===== src/hw/rtl/qsls_pkg.sv =====
// ----------------------------------------------------------------------------
// qsls_pkg
// Types and codes shared by the quad spi lane shifter and its step logic.
// ----------------------------------------------------------------------------
package qsls_pkg;

    // command codes
    localparam logic [2:0] CMD_TICK     = 3'd0;
    localparam logic [2:0] CMD_SELECT   = 3'd1;
    localparam logic [2:0] CMD_DESELECT = 3'd2;
    localparam logic [2:0] CMD_SEND_CMD = 3'd3;
    localparam logic [2:0] CMD_SEND_DAT = 3'd4;
    localparam logic [2:0] CMD_RECV_DAT = 3'd5;
    localparam logic [2:0] CMD_RECV_CMD = 3'd6;
    localparam logic [2:0] CMD_SPARE    = 3'd7;

    // bus modes
    localparam logic [1:0] MODE_SINGLE = 2'd0;
    localparam logic [1:0] MODE_DUAL   = 2'd1;
    localparam logic [1:0] MODE_QUAD   = 2'd2;
    localparam logic [1:0] MODE_QPI    = 2'd3;

    // lane width codes
    localparam logic [1:0] LANE_ONE  = 2'd0;
    localparam logic [1:0] LANE_TWO  = 2'd1;
    localparam logic [1:0] LANE_FOUR = 2'd2;

    // pin setups
    localparam logic [3:0] IO_IDLE_DRIVE = 4'b1100;
    localparam logic [3:0] IO_EN_SINGLE  = 4'b1101;
    localparam logic [3:0] IO_EN_ALL     = 4'b1111;
    localparam logic [3:0] IO_EN_DUAL_RX = 4'b1100;
    localparam logic [3:0] IO_EN_NONE    = 4'b0000;
    localparam logic [7:0] RX_FILL_BYTE  = 8'hff;

    // register index of bus_mode
    localparam logic REG_BUS_MODE = 1'b0;

    typedef struct packed {
        logic [2:0] command;
        logic [7:0] tx_byte;
        logic [3:0] lines_in;
    } t_in_word;

    typedef struct packed {
        logic       clk_level;
        logic       chip_select_n;
        logic [3:0] lines_out;
        logic [3:0] lines_enable;
        logic       busy_res;
        logic       byte_done;
        logic [7:0] rx_byte;
        logic       rejected;
    } t_out_word;

    typedef struct packed {
        logic       chip_selected;
        logic [7:0] shift_out;
        logic [7:0] rx_accum;
        logic [2:0] beats_left;
        logic       high_phase;
        logic [1:0] lane_width;
        logic       receiving;
        logic [3:0] drive_lines;
        logic [3:0] enable_lines;
        logic       active;
    } t_shift_state;

    localparam t_shift_state STATE_RESET = '{
        chip_selected: 1'b0,
        shift_out:     8'h00,
        rx_accum:      8'h00,
        beats_left:    3'd0,
        high_phase:    1'b0,
        lane_width:    LANE_ONE,
        receiving:     1'b0,
        drive_lines:   IO_IDLE_DRIVE,
        enable_lines:  IO_EN_SINGLE,
        active:        1'b0
    };

endpackage


===== src/hw/rtl/qsls_step.sv =====
// ----------------------------------------------------------------------------
// qsls_step
// One half serial-clock period: command decode, byte start and beat shifting.
// ----------------------------------------------------------------------------
module qsls_step
    import qsls_pkg::*;
(
    input  logic [1:0]   i_bus_mode,
    input  t_shift_state i_state,
    input  t_in_word     i_word,
    output t_shift_state o_state,
    output t_out_word    o_word
);

    logic [1:0]   data_lanes;
    logic [1:0]   cmd_lanes;
    logic [1:0]   start_lanes;
    logic         start_rx;
    logic         start;
    t_shift_state s;
    logic         clk;
    logic         busy;
    logic         done;
    logic         rej;
    logic [7:0]   rxo;

    // lane count for data and command bytes
    always_comb begin
        case (i_bus_mode)
            MODE_SINGLE: data_lanes = LANE_ONE;
            MODE_DUAL:   data_lanes = LANE_TWO;
            default:     data_lanes = LANE_FOUR;
        endcase
        cmd_lanes = (i_bus_mode == MODE_QPI) ? LANE_FOUR : LANE_ONE;
    end

    // command decode, then one half period of shifting
    always_comb begin
        s           = i_state;
        clk         = 1'b0;
        busy        = 1'b0;
        done        = 1'b0;
        rej         = 1'b0;
        rxo         = 8'h00;
        start       = 1'b0;
        start_rx    = 1'b0;
        start_lanes = LANE_ONE;

        if (i_state.active) begin
            rej = (i_word.command != CMD_TICK) && (i_word.command != CMD_SPARE);
        end else begin
            case (i_word.command)
                CMD_SELECT: begin
                    s.chip_selected = 1'b1;
                    s.drive_lines   = IO_IDLE_DRIVE;
                    s.enable_lines  = IO_EN_SINGLE;
                end
                CMD_DESELECT: begin
                    s.chip_selected = 1'b0;
                end
                CMD_SEND_CMD: begin
                    start       = 1'b1;
                    start_lanes = cmd_lanes;
                end
                CMD_SEND_DAT: begin
                    start       = 1'b1;
                    start_lanes = data_lanes;
                end
                CMD_RECV_DAT: begin
                    start       = 1'b1;
                    start_rx    = 1'b1;
                    start_lanes = data_lanes;
                end
                CMD_RECV_CMD: begin
                    start       = 1'b1;
                    start_rx    = 1'b1;
                    start_lanes = cmd_lanes;
                end
                default: begin
                end
            endcase
        end

        // byte start: lane setup and beat count
        if (start) begin
            s.lane_width = start_lanes;
            s.receiving  = start_rx;
            s.shift_out  = start_rx ? RX_FILL_BYTE : i_word.tx_byte;
            s.rx_accum   = 8'h00;
            s.high_phase = 1'b0;
            s.active     = 1'b1;
            case (start_lanes)
                LANE_ONE: begin
                    s.beats_left   = 3'd7;
                    s.enable_lines = IO_EN_SINGLE;
                end
                LANE_TWO: begin
                    s.beats_left   = 3'd3;
                    s.enable_lines = start_rx ? IO_EN_DUAL_RX : IO_EN_ALL;
                end
                default: begin
                    s.beats_left   = 3'd1;
                    s.enable_lines = start_rx ? IO_EN_NONE : IO_EN_ALL;
                end
            endcase
        end

        // clock-high half drives and samples, clock-low half counts beats
        if (s.active) begin
            busy = 1'b1;
            if (!s.high_phase) begin
                clk = 1'b1;
                case (s.lane_width)
                    LANE_ONE: begin
                        s.drive_lines = {2'b11, 1'b0, s.shift_out[7]};
                        s.rx_accum    = {s.rx_accum[6:0], i_word.lines_in[1]};
                        s.shift_out   = {s.shift_out[6:0], 1'b0};
                    end
                    LANE_TWO: begin
                        if (s.receiving) begin
                            s.drive_lines = IO_IDLE_DRIVE;
                            s.rx_accum    = {s.rx_accum[5:0], i_word.lines_in[1:0]};
                        end else begin
                            s.drive_lines = {2'b11, s.shift_out[7:6]};
                            s.shift_out   = {s.shift_out[5:0], 2'b00};
                        end
                    end
                    default: begin
                        if (s.receiving) begin
                            s.drive_lines = 4'b0000;
                            s.rx_accum    = {s.rx_accum[3:0], i_word.lines_in};
                        end else begin
                            s.drive_lines = s.shift_out[7:4];
                            s.shift_out   = {s.shift_out[3:0], 4'b0000};
                        end
                    end
                endcase
                s.high_phase = 1'b1;
            end else begin
                s.high_phase = 1'b0;
                if (s.beats_left == 3'd0) begin
                    s.active = 1'b0;
                    done     = 1'b1;
                    if ((s.lane_width == LANE_ONE) || s.receiving) begin
                        rxo = s.rx_accum;
                    end
                end else begin
                    s.beats_left = s.beats_left - 3'd1;
                end
            end
        end
    end

    assign o_state = s;

    // result word
    always_comb begin
        o_word.clk_level     = clk;
        o_word.chip_select_n = ~s.chip_selected;
        o_word.lines_out     = s.drive_lines & s.enable_lines;
        o_word.lines_enable  = s.enable_lines;
        o_word.busy_res      = busy;
        o_word.byte_done     = done;
        o_word.rx_byte       = rxo;
        o_word.rejected      = rej;
    end

endmodule


===== src/hw/rtl/quad_spi_lane_shifter.sv =====
// The result word of an accepted input word is registered into the two-entry output buffer.
// Takes one word per cycle unless the full buffer stalls input; the shifter state updates in a single pass.
// A two-entry output buffer keeps input flowing while one result waits.
// Reset (synchronous, active low) deselects the chip, stops any transfer,
// restores the single-lane pin setup, sets bus_mode to single and empties the buffer.
// ----------------------------------------------------------------------------
// quad_spi_lane_shifter
// SPI master byte shifter over 1, 2 or 4 io lanes, one word per half period.
// ----------------------------------------------------------------------------
module quad_spi_lane_shifter
    import qsls_pkg::*;
(
    input  logic        i_clk,
    input  logic        i_rst_n,
    // input channel
    input  logic        i_in_valid,
    output logic        o_in_stall,
    input  t_in_word    i_in_data,
    // output channel
    output logic        o_out_valid,
    input  logic        i_out_stall,
    output t_out_word   o_out_data,
    // configuration port
    input  logic        psel,
    input  logic        penable,
    input  logic        pwrite,
    input  logic [2:0]  paddr,
    input  logic [31:0] pwdata,
    output logic [31:0] prdata,
    output logic        pready
);

    logic [1:0]   r_bus_mode;
    t_shift_state r_state;
    t_shift_state n_state;
    t_out_word    n_word;
    t_out_word    r_out_head;
    t_out_word    r_out_tail;
    logic [1:0]   r_count;
    logic         in_acc;
    logic         out_acc;
    logic         cfg_wr;

    // configuration register
    assign pready = 1'b1;
    assign cfg_wr = psel && penable && pwrite && (paddr[2] == REG_BUS_MODE);
    assign prdata = (paddr[2] == REG_BUS_MODE) ? {30'd0, r_bus_mode} : 32'd0;

    always_ff @(posedge i_clk) begin
        if (!i_rst_n) begin
            r_bus_mode <= MODE_SINGLE;
        end else if (cfg_wr) begin
            r_bus_mode <= pwdata[1:0];
        end
    end

    // handshakes
    assign o_in_stall  = (r_count == 2'd2);
    assign in_acc      = i_in_valid && !o_in_stall;
    assign o_out_valid = (r_count != 2'd0);
    assign out_acc     = o_out_valid && !i_out_stall;
    assign o_out_data  = r_out_head;

    // half period step
    qsls_step u_step (
        .i_bus_mode (r_bus_mode),
        .i_state    (r_state),
        .i_word     (i_in_data),
        .o_state    (n_state),
        .o_word     (n_word)
    );

    always_ff @(posedge i_clk) begin
        if (!i_rst_n) begin
            r_state <= STATE_RESET;
        end else if (in_acc) begin
            r_state <= n_state;
        end
    end

    // two-entry result buffer
    always_ff @(posedge i_clk) begin
        if (!i_rst_n) begin
            r_count <= 2'd0;
        end else if (in_acc && !out_acc) begin
            r_count <= r_count + 2'd1;
        end else if (!in_acc && out_acc) begin
            r_count <= r_count - 2'd1;
        end
    end

    always_ff @(posedge i_clk) begin
        if (in_acc && out_acc) begin
            if (r_count == 2'd1) begin
                r_out_head <= n_word;
            end else begin
                r_out_head <= r_out_tail;
                r_out_tail <= n_word;
            end
        end else if (in_acc) begin
            if (r_count == 2'd0) begin
                r_out_head <= n_word;
            end else begin
                r_out_tail <= n_word;
            end
        end else if (out_acc) begin
            r_out_head <= r_out_tail;
        end
    end

`ifndef NO_ASSERTIONS
    // buffer never overfills
    a_count_range: assert property (@(posedge i_clk) disable iff (!i_rst_n)
        r_count != 2'd3)
        else $error("result buffer count out of range");

    // a full buffer takes no input, so the count cannot wrap
    a_full_holds: assert property (@(posedge i_clk) disable iff (!i_rst_n)
        (r_count == 2'd2) && i_out_stall |=> (r_count == 2'd2))
        else $error("full buffer changed while stalled");

    // beat count of a running quad-lane byte fits its lane width
    a_beats_fit: assert property (@(posedge i_clk) disable iff (!i_rst_n)
        r_state.active && (r_state.lane_width == LANE_FOUR) |-> (r_state.beats_left <= 3'd1))
        else $error("quad byte with too many beats");

    // select while idle asserts chip select on the next cycle
    a_select: assert property (@(posedge i_clk) disable iff (!i_rst_n)
        in_acc && !r_state.active && (i_in_data.command == CMD_SELECT)
        |=> r_state.chip_selected)
        else $error("select did not take effect");
`endif

endmodule


===== config.mk =====
export PLATFORM = sky130hd
export DESIGN_NAME = quad_spi_lane_shifter
export DESIGN_NICKNAME = d
export VERILOG_FILES = /design/src/hw/rtl/qsls_pkg.sv /design/src/hw/rtl/qsls_step.sv /design/src/hw/rtl/quad_spi_lane_shifter.sv
export SDC_FILE = /design/constraint.sdc
export NUM_CORES = 1
export LEC_CHECK = 0
export BUFFER_PORTS_ARGS = -buffer_cell sky130_fd_sc_hd__buf_2
export CORE_ASPECT_RATIO = 2
export CORE_MARGIN = 2
export CORE_UTILIZATION = 58
export DETAILED_ROUTE_END_ITERATION = 8
export HOLD_SLACK_MARGIN = 0.02
export PLACE_DENSITY = 0.86
export SLEW_MARGIN = 20
export SYNTH_ARGS = -nofsm -noshare
export SYNTH_HDL_FRONTEND = slang
export SYNTH_SLANG_ARGS = --single-unit

===== constraint.sdc =====
create_clock -name i_clk -period 9.5 [get_ports i_clk]
set_input_delay 0.95 -clock i_clk [delete_from_list [all_inputs] [get_ports i_clk]]
set_output_delay 0.95 -clock i_clk [all_outputs]
set_load 0.01 [all_outputs]

==> flow_summary.ini <==
[power_and_ir_drop]
clock_power_share = 0.307
seqPwrFrac = 0.396
switching_share = 0.331
p_int_mw = 0.859
peakVddDrop_v = 0.000104
p_total_mw = 1.28
pwr-share-comb = 0.297
p_leak_nw = 1.97
p_switching_mw = 0.425
power_density_mw_per_mm2 = 254

[logic_synthesis]
synthFlopType = edfxtp_1
synth_area_mm2 = 0.00460
synth_edf_count = 42
synth_warnings = 0
syn_avg_cell_area_um2 = 8.89
syn_inst = 517
synth_seq_cells = 79
postSynth.asyncResetShare = 0
ys_types = 60
synth_seq_area_share = 0.436

[setup_path]
critPathMaxFanout = 20
required_ns = 9.57
max_stage_delay_ns = 0.73
critPathBufInv = 1
cp_cell_sequence = buf_2, nor2b_1, o21ai_0, nand2b_1, o21ai_0, ha_1, ha_1, nand2_1, a21o_1, o31ai_1
critical-path-top-delay-family = compound AO/OA/AOI/OAI gates
critPathSlowestCell = o21ai_0
startpoint_type = input pin
crit_type = in2reg
endpoint_kind = flip-flop
arrival_ns = 3.82

[layout]
drive_gt1_frac = 0.163
areaGrowthSynthToFinish_pct = 10.0
final_common_cell = nor2_1
n_antenna_cell = 0
final-instance-count-excl-fill = 647
num-fill-cells = 673
final_util = 0.646
layout_common_cells = nor2_1, nand2_1, buf_2, edfxtp_1, a21oi_1
final_area_mm2 = 0.00506
layout.nets = 612

[drt]
ant_nets = 0
drtIter0Drc = 437
vias = 3924
drcViolationCount = 0
drt-vias-per-instance = 6.06
drt_wl_total_um = 10900
avgRoutedWirePerCell_um = 16.9
dr.pass1.iters = 5

[sta]
hold_slack_ns = 0.480
fin_ws_ns = 5.75
min_period_ns = 3.75
fin_skew_ns = 0.00603
slew-limit-headroom = 0.351
max_freq_ghz = 0.266
slew_violations = 0
fin_crit_sh = 0.395
setup_violations = 0
final-hold-violation-count = 0
grt_setup_unrepaired = false
worst_pin_slew_ns = 0.974
finalSetupTns_ns = 0

[clocking]
cts-root-buf = clkbuf_16
clk_path_buf_depth = 2
htreeDepth = 3
cts_buffers = 9
cts_tree = built
cts_resized = 0
cts_num_sinks = 79
cts_hold_buf = 0
clock_latency_ns = 0.34
cts_setup_buffers = 0
path_clk_slew_ns = 0.06

[place]
post-dp-hpwl_um = 7360
place_congestion = 0.958
dp_slack_ns = 5.52
dpl.cell_count = 631
io_buffers = 49
place_area_mm2 = 0.00471

[global_route]
top_usage_layer = met2
met1_usage = 0.326
grt_first_pass_wirelength_um = 17900
first_global_vias = 3694
globalRoute.totalOverflow = 0
grt_use_met3 = 0.0500
grt_start_max_net_pins = 37
use_met2 = 0.441
grt_antenna_before_repair = 0
track_usage = 0.269

[die]
num_io_pins = 113
die_area_mm2 = 0.00869
core_mm2 = 0.00783
die_x_um = 66.9
die_h_um = 130
start_util = 0.587
placementRows = 46

[worst_hold_path]
hp-class = reg2reg

[status]
status = finished clean

[flow_run]
cap_violations = 0
layer usage:
| metal | routed length, µm | vias to the layer above |
|---|---|---|
| met5 | 0 | - |
| met3 | 768 | 35 |
| met2 | 5560 | 181 |
| met1 | 4170 | 1823 |
| met4 | 449 | 0 |
| li1 | - | 1885 |
power by group through the flow:
stage | Combinational (mW) | Sequential, mW | Clock, mW
6_report | 0.381 | 0.508 | 0.394
5_1_grt | 0.427 | 0.519 | 0.412
4_1_cts | 0.380 | 0.509 | 0.398
3_5_place_dp | 0.378 | 0.515 | 0
3_3_place_gp | 0.364 | 0.509 | 0
2_1_floorplan | 0.267 | 0.527 | 0
kinds of logic (layout without fill, tap and decap cells):
| kind of cell | Yosys count | after routing | synth area share |
|---|---|---|---|
| mux | 3 | 3 | 0.00681 |
| simple gates | 155 | 155 | 0.155 |
| xor+xnor | 3 | 3 | 0.00572 |
| buf+inv | 88 | 93 | 0.104 |
| compound gates | 178 | 178 | 0.267 |
| fa+ha+maj | 9 | 9 | 0.0245 |
| flops | 79 | 79 | 0.436 |
| other cells | 2 | 31 | 0.00163 |
sequential cells by signal, summed over array words and instances (netlist names):
name        flops
r_state        33
r_count         2
r_bus_mode      2
r_out_tail     21
o_out_data     21
Yosys cell counts, drive strengths merged, types with 4 or more instances:
cell    instances  area share
buf            44       0.068
nor2           55       0.045
a21oi          41       0.045
edfxtp         42        0.27
o221a           7       0.017
dfxtp          37        0.16
o22a            5      0.0095
a21o            5      0.0098
nand2          51       0.042
a32o            4      0.0087
ha              9       0.025
o21ai          39       0.042
a211oi         14       0.024
clkbuf         19       0.016
o31ai          14       0.025
o22ai           8       0.011
o221ai          4      0.0076
o211ai          9       0.015
nand2b          4      0.0054
a211o           5      0.0095
inv            23       0.019
nor3           13       0.014
nor2b           6      0.0082
nand3           5      0.0054
worst reg2reg max path, delay by kind of cell (launching register included):
kind	cells	cell delay, ns
AO/OA/AOI/OAI	4	1.52
flip-flops	1	0.38
AND/OR/NAND/NOR	2	0.52
adder cells (fa/ha/maj)	2	0.48
worst paths after layout:
check,from,endpoint,slack (ns),cells past startpoint
setup reg to reg,r_bus_mode[0]$_SDFFE_PN0P_,o_out_data[1]$_DFFE_PP_,6.34,8
hold reg to reg,r_state[16]$_SDFFE_PN0P_,r_state[16]$_SDFFE_PN0P_,0.48,2
setup / recovery,i_in_data[14],o_out_data[1]$_DFFE_PP_,5.75,10
hold / removal,r_state[16]$_SDFFE_PN0P_,r_state[16]$_SDFFE_PN0P_,0.48,2
final cells by class:
class | count | area (µm²) | share of cell area
clock buffer | 11 | 233 | 0.0460
clock inverter | 5 | 106 | 0.0210
inverter | 25 | 93.8 | 0.0186
multi-input combinational | 379 | 2230 | 0.442
sequential | 79 | 2000 | 0.396
tap | 96 | 120 | 0.0238
timing repair buffer | 52 | 268 | 0.0530
Note: power is estimated with default switching activity, not from simulation.
